[src/design/rle_image_window_writer_assert.svh]
// assertion helpers shared by the design files
`ifndef RLE_IMAGE_WINDOW_WRITER_ASSERT_SVH
`define RLE_IMAGE_WINDOW_WRITER_ASSERT_SVH

// checked only outside reset
`define RLEW_ASSERT(lbl, prop, msg) \
  lbl: assert property (@(posedge clk) disable iff (!rst_n) prop) else $error(msg);

// checked at every edge, reset included
`define RLEW_ASSERT_ALWAYS(lbl, prop, msg) \
  lbl: assert property (@(posedge clk) prop) else $error(msg);

`endif

[src/design/rlew_pkg.sv]
package rlew_pkg;

  typedef enum logic [1:0] {
    OP_BEGIN  = 2'd0,
    OP_RUN    = 2'd1,
    OP_PULL   = 2'd2,
    OP_FINISH = 2'd3
  } op_t;

  typedef enum logic [2:0] {
    ST_OK       = 3'd0,
    ST_OVERFLOW = 3'd1,
    ST_MISMATCH = 3'd2,
    ST_NO_PIXEL = 3'd3,
    ST_PENDING  = 3'd4
  } status_t;

  typedef enum logic [1:0] {
    BURST_WINDOW = 2'd0,
    BURST_PIXEL  = 2'd1,
    BURST_STATUS = 2'd2
  } burst_t;

  localparam logic [7:0] CMD_COLUMN_SET   = 8'h2A;
  localparam logic [7:0] CMD_ROW_SET      = 8'h2B;
  localparam logic [7:0] CMD_MEMORY_WRITE = 8'h2C;

  // byte positions inside a burst
  localparam logic [3:0] WIN_LAST_IDX = 4'd10;
  localparam logic [3:0] PIX_LAST_IDX = 4'd1;

  // one burst of link bytes or a status report
  typedef struct packed {
    burst_t      kind;
    status_t     status;
    logic [15:0] word0;  // x start, or pixel colour
    logic [15:0] word1;  // x end
    logic [15:0] word2;  // y start
    logic [15:0] word3;  // y end
  } desc_t;

endpackage

[src/design/rlew_in_if.sv]
interface rlew_in_if;
  logic        valid;
  logic        ready;
  logic [1:0]  operation;
  logic [15:0] x_start;
  logic [15:0] y_start;
  logic [15:0] img_width;
  logic [15:0] img_height;
  logic [15:0] run_color;
  logic [15:0] run_length;

  modport source (output valid, operation, x_start, y_start, img_width, img_height,
                  run_color, run_length, input ready);
  modport sink (input valid, operation, x_start, y_start, img_width, img_height,
                run_color, run_length, output ready);
endinterface

[src/design/rlew_out_if.sv]
interface rlew_out_if;
  logic       valid;
  logic       ready;
  logic       kind;
  logic [7:0] out_byte;
  logic       data_flag;
  logic [2:0] status;
  logic       last;

  modport source (output valid, kind, out_byte, data_flag, status, last, input ready);
  modport sink (input valid, kind, out_byte, data_flag, status, last, output ready);
endinterface

[src/design/rlew_state.sv]
`include "rle_image_window_writer_assert.svh"

module rlew_state (
  input  logic           clk,
  input  logic           rst_n,
  input  logic           cfg_we,
  input  logic [15:0]    cfg_wdata,
  rlew_in_if.sink        in_chan,
  input  logic           desc_ready,
  output rlew_pkg::desc_t desc,
  output logic           desc_valid
);

  logic [15:0] row_offset_r;
  logic [31:0] pixel_total_r, pixel_total_nxt;
  logic [31:0] pixels_sent_r, pixels_sent_nxt;
  logic [15:0] current_color_r, current_color_nxt;
  logic [15:0] run_left_r, run_left_nxt;
  logic        error_seen_r, error_seen_nxt;

  logic            accept;
  logic            has_result;
  rlew_pkg::op_t   op;
  logic [32:0]     run_end;
  logic [32:0]     committed;

  assign in_chan.ready = desc_ready;
  assign accept        = in_chan.valid && desc_ready;
  assign op            = rlew_pkg::op_t'(in_chan.operation);
  assign run_end       = {1'b0, pixels_sent_r} + {17'd0, in_chan.run_length};
  assign committed     = {1'b0, pixels_sent_r} + {17'd0, run_left_r};
  assign desc_valid    = accept && has_result;

  always_comb begin
    pixel_total_nxt   = pixel_total_r;
    pixels_sent_nxt   = pixels_sent_r;
    current_color_nxt = current_color_r;
    run_left_nxt      = run_left_r;
    error_seen_nxt    = error_seen_r;
    has_result        = 1'b1;
    desc.kind         = rlew_pkg::BURST_STATUS;
    desc.status       = rlew_pkg::ST_OK;
    desc.word0        = current_color_r;
    desc.word1        = in_chan.x_start + in_chan.img_width - 16'd1;
    desc.word2        = in_chan.y_start + row_offset_r;
    desc.word3        = in_chan.y_start + in_chan.img_height - 16'd1 + row_offset_r;
    unique case (op)
      rlew_pkg::OP_BEGIN: begin
        desc.kind         = rlew_pkg::BURST_WINDOW;
        desc.word0        = in_chan.x_start;
        pixel_total_nxt   = in_chan.img_width * in_chan.img_height;
        pixels_sent_nxt   = '0;
        current_color_nxt = '0;
        run_left_nxt      = '0;
        error_seen_nxt    = 1'b0;
      end
      rlew_pkg::OP_RUN: begin
        priority if (error_seen_r || (pixels_sent_r >= pixel_total_r)) begin
          has_result = 1'b0;
        end else if (run_left_r != 16'd0) begin
          desc.status = rlew_pkg::ST_PENDING;
        end else if (run_end > {1'b0, pixel_total_r}) begin
          desc.status    = rlew_pkg::ST_OVERFLOW;
          error_seen_nxt = 1'b1;
        end else begin
          current_color_nxt = in_chan.run_color;
          run_left_nxt      = in_chan.run_length;
        end
      end
      rlew_pkg::OP_PULL: begin
        if (run_left_r == 16'd0) begin
          desc.status = rlew_pkg::ST_NO_PIXEL;
        end else begin
          desc.kind       = rlew_pkg::BURST_PIXEL;
          run_left_nxt    = run_left_r - 16'd1;
          pixels_sent_nxt = pixels_sent_r + 32'd1;
        end
      end
      rlew_pkg::OP_FINISH: begin
        priority if (error_seen_r) begin
          desc.status = rlew_pkg::ST_OVERFLOW;
        end else if (run_left_r != 16'd0) begin
          desc.status = rlew_pkg::ST_PENDING;
        end else if (pixels_sent_r != pixel_total_r) begin
          desc.status = rlew_pkg::ST_MISMATCH;
        end else begin
          desc.status = rlew_pkg::ST_OK;
        end
      end
      default: has_result = 1'b0;
    endcase
  end

  always_ff @(posedge clk) begin
    if (!rst_n) begin
      row_offset_r    <= '0;
      pixel_total_r   <= '0;
      pixels_sent_r   <= '0;
      current_color_r <= '0;
      run_left_r      <= '0;
      error_seen_r    <= 1'b0;
    end else begin
      if (cfg_we) begin
        row_offset_r <= cfg_wdata;
      end
      if (accept) begin
        pixel_total_r   <= pixel_total_nxt;
        pixels_sent_r   <= pixels_sent_nxt;
        current_color_r <= current_color_nxt;
        run_left_r      <= run_left_nxt;
        error_seen_r    <= error_seen_nxt;
      end
    end
  end

  // loaded runs never promise more pixels than the window holds
  `RLEW_ASSERT(a_run_within_total, committed <= {1'b0, pixel_total_r}, "run exceeds window")
  `RLEW_ASSERT(a_pull_counts, (accept && op == rlew_pkg::OP_PULL && run_left_r != 16'd0) |=> (pixels_sent_r == $past(pixels_sent_r) + 32'd1), "pull not counted")
  // after an overflow a run gives no result
  `RLEW_ASSERT(a_run_silent_on_error, (accept && op == rlew_pkg::OP_RUN && error_seen_r) |-> !desc_valid, "run after error gave a result")

endmodule

[src/design/rlew_emit.sv]
`include "rle_image_window_writer_assert.svh"

module rlew_emit (
  input  logic            clk,
  input  logic            rst_n,
  input  rlew_pkg::desc_t desc,
  input  logic            desc_valid,
  output logic            desc_ready,
  rlew_out_if.source      out_chan
);

  rlew_pkg::desc_t burst_r;
  logic            burst_valid_r, burst_valid_nxt;
  logic [3:0]      idx_r, idx_nxt;

  logic       out_valid_r, out_valid_nxt;
  logic       kind_r;
  logic [7:0] byte_r;
  logic       flag_r;
  logic [2:0] status_r;
  logic       last_r;

  logic       cur_kind;
  logic [7:0] cur_byte;
  logic       cur_flag;
  logic       cur_last;
  logic       out_load;
  logic       burst_done;

  assign out_load   = burst_valid_r && (!out_valid_r || out_chan.ready);
  assign burst_done = out_load && cur_last;
  assign desc_ready = !burst_valid_r || burst_done;

  // byte picker for the current burst position
  always_comb begin
    cur_kind = 1'b0;
    cur_byte = 8'd0;
    cur_flag = 1'b1;
    cur_last = 1'b0;
    unique case (burst_r.kind)
      rlew_pkg::BURST_WINDOW: begin
        unique case (idx_r)
          4'd0: begin cur_byte = rlew_pkg::CMD_COLUMN_SET; cur_flag = 1'b0; end
          4'd1: cur_byte = burst_r.word0[15:8];
          4'd2: cur_byte = burst_r.word0[7:0];
          4'd3: cur_byte = burst_r.word1[15:8];
          4'd4: cur_byte = burst_r.word1[7:0];
          4'd5: begin cur_byte = rlew_pkg::CMD_ROW_SET; cur_flag = 1'b0; end
          4'd6: cur_byte = burst_r.word2[15:8];
          4'd7: cur_byte = burst_r.word2[7:0];
          4'd8: cur_byte = burst_r.word3[15:8];
          4'd9: cur_byte = burst_r.word3[7:0];
          default: begin
            cur_byte = rlew_pkg::CMD_MEMORY_WRITE;
            cur_flag = 1'b0;
            cur_last = 1'b1;
          end
        endcase
      end
      rlew_pkg::BURST_PIXEL: begin
        cur_byte = idx_r[0] ? burst_r.word0[7:0] : burst_r.word0[15:8];
        cur_last = idx_r[0];
      end
      default: begin
        cur_kind = 1'b1;
        cur_flag = 1'b0;
        cur_last = 1'b1;
      end
    endcase
  end

  always_comb begin
    burst_valid_nxt = burst_valid_r;
    idx_nxt         = idx_r;
    out_valid_nxt   = out_valid_r;
    if (burst_done) begin
      burst_valid_nxt = 1'b0;
    end
    if (out_load) begin
      idx_nxt = idx_r + 4'd1;
    end
    if (desc_valid && desc_ready) begin
      burst_valid_nxt = 1'b1;
      idx_nxt         = 4'd0;
    end
    if (out_load) begin
      out_valid_nxt = 1'b1;
    end else if (out_chan.ready) begin
      out_valid_nxt = 1'b0;
    end
  end

  always_ff @(posedge clk) begin
    if (!rst_n) begin
      burst_valid_r <= 1'b0;
      idx_r         <= '0;
      out_valid_r   <= 1'b0;
    end else begin
      burst_valid_r <= burst_valid_nxt;
      idx_r         <= idx_nxt;
      out_valid_r   <= out_valid_nxt;
    end
  end

  always_ff @(posedge clk) begin
    if (desc_valid && desc_ready) begin
      burst_r <= desc;
    end
    if (out_load) begin
      kind_r   <= cur_kind;
      byte_r   <= cur_byte;
      flag_r   <= cur_flag;
      status_r <= cur_kind ? burst_r.status : rlew_pkg::ST_OK;
      last_r   <= cur_last;
    end
  end

  assign out_chan.valid     = out_valid_r;
  assign out_chan.kind      = kind_r;
  assign out_chan.out_byte  = byte_r;
  assign out_chan.data_flag = flag_r;
  assign out_chan.status    = status_r;
  assign out_chan.last      = last_r;

  `RLEW_ASSERT(a_idx_in_range, burst_valid_r |-> (idx_r <= rlew_pkg::WIN_LAST_IDX), "burst index past end")
  `RLEW_ASSERT(a_pixel_idx, (burst_valid_r && burst_r.kind == rlew_pkg::BURST_PIXEL) |-> (idx_r <= rlew_pkg::PIX_LAST_IDX), "pixel index past end")
  `RLEW_ASSERT(a_stall_holds_idx, (burst_valid_r && out_valid_r && !out_chan.ready) |=> $stable(idx_r), "index moved under stall")

endmodule

[src/design/rle_image_window_writer.sv]
// channel | direction | carries
// in_chan | sink      | operation, window geometry, run colour and length
// out_chan| source    | link byte with command/data flag, or a status report
// cfg     | write     | row_offset register (cfg_we, cfg_wdata)
//
// an item is accepted in the cycle its burst descriptor is built; a window
// burst then has 11 link bytes, a pixel 2 and a status report 1, sent by the
// output register at one byte per cycle while out_chan is ready
// the next item is taken in the cycle the last byte of the current burst
// moves into the output register; an ignored run is accepted but sends nothing
// reset is synchronous, active low, and clears all counters
// out_chan stalls hold the output register and the burst index in place

module rle_image_window_writer (
  input  logic        clk,
  input  logic        rst_n,
  rlew_in_if.sink     in_chan,
  rlew_out_if.source  out_chan,
  input  logic        cfg_we,
  input  logic [15:0] cfg_wdata
);

  // descriptor handed from the state update to the byte sequencer
  rlew_pkg::desc_t desc;
  logic            desc_valid;
  logic            desc_ready;

  // counters, run tracking and the decode of each accepted transfer
  rlew_state u_state (
    .clk        (clk),
    .rst_n      (rst_n),
    .cfg_we     (cfg_we),
    .cfg_wdata  (cfg_wdata),
    .in_chan    (in_chan),
    .desc_ready (desc_ready),
    .desc       (desc),
    .desc_valid (desc_valid)
  );

  // burst register, byte index and the output register
  rlew_emit u_emit (
    .clk        (clk),
    .rst_n      (rst_n),
    .desc       (desc),
    .desc_valid (desc_valid),
    .desc_ready (desc_ready),
    .out_chan   (out_chan)
  );

endmodule

[src/flat_wrapper.sv]
// flat-port wrapper written by rule: the top's interface ports become plain ports
module rle_image_window_writer_flat 
  (clk, rst_n, cfg_we, cfg_wdata, in_chan_valid, in_chan_operation, in_chan_x_start, in_chan_y_start, in_chan_img_width, in_chan_img_height, in_chan_run_color, in_chan_run_length, in_chan_ready, out_chan_valid, out_chan_kind, out_chan_out_byte, out_chan_data_flag, out_chan_status, out_chan_last, out_chan_ready);
  rlew_in_if in_chan_i ();
  rlew_out_if out_chan_i ();
  input  logic clk;
  input  logic rst_n;
  input  logic cfg_we;
  input  logic [15:0] cfg_wdata;
  input wire logic [$bits(in_chan_i.valid)-1:0] in_chan_valid;
  input wire logic [$bits(in_chan_i.operation)-1:0] in_chan_operation;
  input wire logic [$bits(in_chan_i.x_start)-1:0] in_chan_x_start;
  input wire logic [$bits(in_chan_i.y_start)-1:0] in_chan_y_start;
  input wire logic [$bits(in_chan_i.img_width)-1:0] in_chan_img_width;
  input wire logic [$bits(in_chan_i.img_height)-1:0] in_chan_img_height;
  input wire logic [$bits(in_chan_i.run_color)-1:0] in_chan_run_color;
  input wire logic [$bits(in_chan_i.run_length)-1:0] in_chan_run_length;
  output wire logic [$bits(in_chan_i.ready)-1:0] in_chan_ready;
  output wire logic [$bits(out_chan_i.valid)-1:0] out_chan_valid;
  output wire logic [$bits(out_chan_i.kind)-1:0] out_chan_kind;
  output wire logic [$bits(out_chan_i.out_byte)-1:0] out_chan_out_byte;
  output wire logic [$bits(out_chan_i.data_flag)-1:0] out_chan_data_flag;
  output wire logic [$bits(out_chan_i.status)-1:0] out_chan_status;
  output wire logic [$bits(out_chan_i.last)-1:0] out_chan_last;
  input wire logic [$bits(out_chan_i.ready)-1:0] out_chan_ready;
  assign in_chan_i.valid = in_chan_valid;
  assign in_chan_i.operation = in_chan_operation;
  assign in_chan_i.x_start = in_chan_x_start;
  assign in_chan_i.y_start = in_chan_y_start;
  assign in_chan_i.img_width = in_chan_img_width;
  assign in_chan_i.img_height = in_chan_img_height;
  assign in_chan_i.run_color = in_chan_run_color;
  assign in_chan_i.run_length = in_chan_run_length;
  assign in_chan_ready = in_chan_i.ready;
  assign out_chan_valid = out_chan_i.valid;
  assign out_chan_kind = out_chan_i.kind;
  assign out_chan_out_byte = out_chan_i.out_byte;
  assign out_chan_data_flag = out_chan_i.data_flag;
  assign out_chan_status = out_chan_i.status;
  assign out_chan_last = out_chan_i.last;
  assign out_chan_i.ready = out_chan_ready;
  rle_image_window_writer u_core (.clk(clk), .rst_n(rst_n), .in_chan(in_chan_i), .out_chan(out_chan_i), .cfg_we(cfg_we), .cfg_wdata(cfg_wdata));
endmodule
[config.mk]
export PLATFORM = sky130hd
export DESIGN_NAME = rle_image_window_writer_flat
export DESIGN_NICKNAME = d
export VERILOG_FILES = /design/src/design/rlew_pkg.sv /design/src/design/rlew_in_if.sv /design/src/design/rlew_out_if.sv /design/src/design/rlew_state.sv /design/src/design/rlew_emit.sv /design/src/design/rle_image_window_writer.sv /design/src/flat_wrapper.sv
export VERILOG_INCLUDE_DIRS = /design/src /design/src/design
export SDC_FILE = /design/constraint.sdc
export NUM_CORES = 1
export LEC_CHECK = 0
export BUFFER_PORTS_ARGS = -buffer_cell sky130_fd_sc_hd__buf_2
export CAP_MARGIN = 20
export CORE_MARGIN = 8
export CORE_UTILIZATION = 59
export DETAILED_ROUTE_END_ITERATION = 7
export PLACE_DENSITY = 0.81
export SETUP_SLACK_MARGIN = 0.15
export SYNTH_ARGS = -nofsm -noshare
export SYNTH_HDL_FRONTEND = slang
export SYNTH_SLANG_ARGS = --single-unit
[constraint.sdc]
create_clock -name clk -period 14.12 [get_ports clk]
set_clock_uncertainty 0.15 [all_clocks]
set_input_delay 2.118 -clock clk [delete_from_list [all_inputs] [get_ports clk]]
set_output_delay 2.118 -clock clk [all_outputs]
set_load 0.05 [all_outputs]
==> impl.org <==
** Clock tree
- CTS saw 202 sinks.
- Clock-pin slew was measured on the worst setup and hold paths at 0.05 ns.
- After clock tree synthesis, the repair step resized 0 gates.
- Root cell of the clock tree :: clkbuf_16
- Number of H-tree levels :: 1
- TritonCTS created 24 clock buffers.
- Post-CTS setup repair buffer count :: 0
- CTS tree :: built
- The later pin in the worst-skew pair is clocked with a latency of 0.55 ns.
- The longest clock path from root to sink contains 3 buffers.
- The number of hold buffers added after CTS was 0.

** STA
- On the final layout, the worst hold slack is 0.307 ns.
- At the pin with the least slew margin, the transition time is 1.10 ns.
- After layout, the worst path uses 58.5% of the clock period.
- Slew Limit Fails :: 0
- Final Critical Period :: 8.26 ns
- Setup total negative slack on the finished layout was measured at 0 ns.
- After layout, the worst setup slack is 5.86 ns.
- Final setup vio count :: 0
- The worst pin sits at a relative slew slack of 26.4%.
- Final Hold Viols :: 0
- Static timing analysis puts the maximum clock frequency at 0.121 GHz.
- Setup repair after global routing missed its margin :: false

** Route
- Router iterations before antenna repair :: 8
- Using the TritonRoute via totals, the vias-per-cell ratio works out to 5.82.
- Final Routed Wirelength :: 61200 um
- DRC Markers :: 7
- Across all layers, the routed design uses 18.3k vias.
- The count of nets left with antenna violations once routing finished came out at 0.
- For this block, the initial DRC count from the detailed router was 1375.
- Detailed-route wire length per cell :: 19.4 um

** Global route
- The initial antenna violation count came to 0.
- In the global route stage, overall resource usage came out at 28.1%.
- The first global-routing pass estimated 99400 um of wire.
- The via count of the first global-routing pass came to 19.0k.
- Entering global routing, the biggest net connects 70 pins.
- Grt total ovfl :: 0

** Setup path
- The worst setup path is captured at a register.
- Data on the critical path arrives at its endpoint at 8.52 ns.
- In this run the worst path has a maximum fanout of 14.
- STA classifies the critical path startpoint as an input port.
- At the worst endpoint, the required time is 14.38 ns.
- CP Class :: input port to register

** Status
- The checks that failed: design-rule violations.
- Result of the run :: complete, but fails checks

** Floorplanning
- Initial standard-cell utilization of the core :: 59.5%
- After floorplanning, the core was sized to cover 37400 um^2.
- Horiz. Die Dim :: 210 um
- The die covers 44200 um^2.
- After floorplanning, the core was divided into 71 placement rows.
- The die is 210 um tall.
- IO Count :: 135

** Finish
- Antenna Cells :: 0
- The post-route netlist has 8.83% of its cells at a drive strength greater than 1.
- Most frequent cells in the layout :: inv_1, nand2_1, ha_1
- Non-Filler Instances :: 3149
- Cell area after layout :: 24100 um^2
- At the end of the flow, the number of nets in the layout was 3220.
- Share of the core filled with cells :: 64.4%
- The library cell used most frequently in the layout, excluding fill and tap cells, is inv_1.
- The area growth from synthesis to layout is 8.30%.

** Pwr
- Dividing total power by cell area gives a power density of 190 nW/um^2.
- Across the VDD grid, the largest voltage drop is 287 uV.
- Overall power consumption after layout is estimated at 4.57 mW.
- In this run the static leakage power is 11.5 nW.

** Placement
- DPL Wire Length :: 49300 um
- Including well taps, the total number of placed cells is 3105.
- In this run the cell area measured after placement is 23300 um^2.
- Input and output buffers added on the ports amount to 134.
- Global placement routability congestion :: 1.01
- At the placement stage, the worst setup path has a slack of 5.38 ns.

** Synthesis
- Post-synthesis cell type count :: 80
- During synthesis, Yosys emitted a total of 0 warnings.
- In this run the cell area of the synthesized design comes to 22200 um^2.
- In this run, synthesis inferred 83 flip-flops with an integrated enable.
- Counting flops with an async set or reset pin after synthesis yields a share of 0%.
- Average footprint of a synthesized cell :: 8.76 um^2
- Gate Count Post-Synth :: 2539
- Leading register cell type out of synthesis :: dfxtp_1
- Of the synthesized area, sequential elements account for 21.9%.
- Synthesis produced a netlist with a net count of 3139.
- Number of flip-flops and latches in the synthesized netlist :: 202

** Run
- Max-cap violations in this run came to 0.

** Min path
- Worst min path class :: register to register
## kinds of logic after synthesis
logic type | after synthesis | synth area share [%]
buffers and inverters | 524 | 8.97
AOI/OAI and AO/OA | 368 | 10.8
xor gates and xnor gates | 132 | 5.20
muxes | 66 | 3.08
DFF | 202 | 21.9
adders and majority gates | 481 | 34.2
and+or+nand+nor | 766 | 15.8
## cell type report
class	count	area (um^2)
multi-input cells	1813	15400
fillers	3185	13300
flip-flops and latches	202	4870
inverters	438	1640
repair buffers	141	731
clock buffers	35	682
well taps	511	639
clock inverters	9	139
## layer usage
metal	GRT usage [%]	wire [um]	vias up
li1	-	-	8518
met1	34.7	24400	8977
met2	49.5	30500	699
met3	3.82	3990	131
met4	10.5	2380	0
met5	0	0	-
## critical path, stage by stage
cell      delay (ns)
buf_2           0.13
inv_1           0.40
nor2_1          0.13
fa_1            0.55
inv_1           0.06
fa_1            0.52
fa_1            0.53
inv_1           0.05
fa_1            0.46
fa_1            0.54
inv_1           0.06
fa_1            0.53
inv_1           0.04
ha_1            0.34
a211oi_1        0.27
o21ai_0         0.16
a311o_1         0.32
a31o_2          0.23
a31oi_1         0.36
nor4bb_1        0.12
a211oi_1        0.28
mux2i_1         0.22
o311ai_1        0.10
## registers in the layout, summed over array words and instances, names as in the netlist, 3 cells and up
name and cells:
u_core.u_emit.out_chan.out_byte 8, u_core.u_state.row_offset_r 16, u_core.u_emit.burst_r 69, u_core.u_state.pixels_sent_r 32, u_core.u_state.run_left_r 16, u_core.u_emit.idx_r 4
u_core.u_emit.out_chan.status 3, u_core.u_state.current_color_r 16, u_core.u_state.pixel_total_r 32
## power breakdown
part	internal, mW	switching, mW
Combinational	1.31	1.79
Clock	0.391	0.253
Sequential	0.753	0.0669
Total	2.45	2.11
## Yosys cell counts (6+ instances only)
cell / n / area, um^2
a211o_1: 6 / 52.6
nor4_1: 7 / 43.8
o21bai_1: 6 / 45.0
or2_2: 12 / 75.1
nand4_1: 26 / 163
xnor2_1: 87 / 762
fa_1: 212 / 4240
inv_1: 432 / 1620
nor2b_1: 21 / 131
o21ai_0: 74 / 370
o22ai_1: 12 / 75.1
edfxtp_1: 83 / 2490
clkbuf_1: 62 / 233
nor2_1: 227 / 852
and4_1: 6 / 52.6
a221oi_1: 6 / 52.6
nand2_1: 286 / 1070
ha_1: 269 / 3370
a31oi_1: 8 / 50.1
or3_1: 21 / 131
xor2_1: 45 / 394
mux2_2: 20 / 225
a222oi_1: 8 / 80.1
a21oi_1: 108 / 541
mux2i_1: 46 / 460
buf_1: 15 / 56.3
and2_1: 27 / 169
a22oi_1: 11 / 82.6
a21o_1: 32 / 240
o21a_1: 11 / 82.6
and3_1: 17 / 106
nor3_1: 38 / 190
a211oi_1: 20 / 150
a22o_1: 18 / 158
dfxtp_1: 119 / 2380
nand3_1: 50 / 250
## worst paths after layout
path / startpoint / endpoint / slack [ns] / cells past startpoint
setup / recovery: in_chan_img_height[6] / u_core.u_state.pixel_total_r[29] / 5.86 / 23
hold / removal: u_core.u_state.pixel_total_r[26] / u_core.u_state.pixel_total_r[26] / 0.31 / 2
setup reg to reg: u_core.u_state.pixels_sent_r[2] / u_core.u_state.run_left_r[0] / 7.57 / 19
hold reg to reg: u_core.u_state.pixel_total_r[26] / u_core.u_state.pixel_total_r[26] / 0.31 / 2
(Power assumes the default switching activity.)
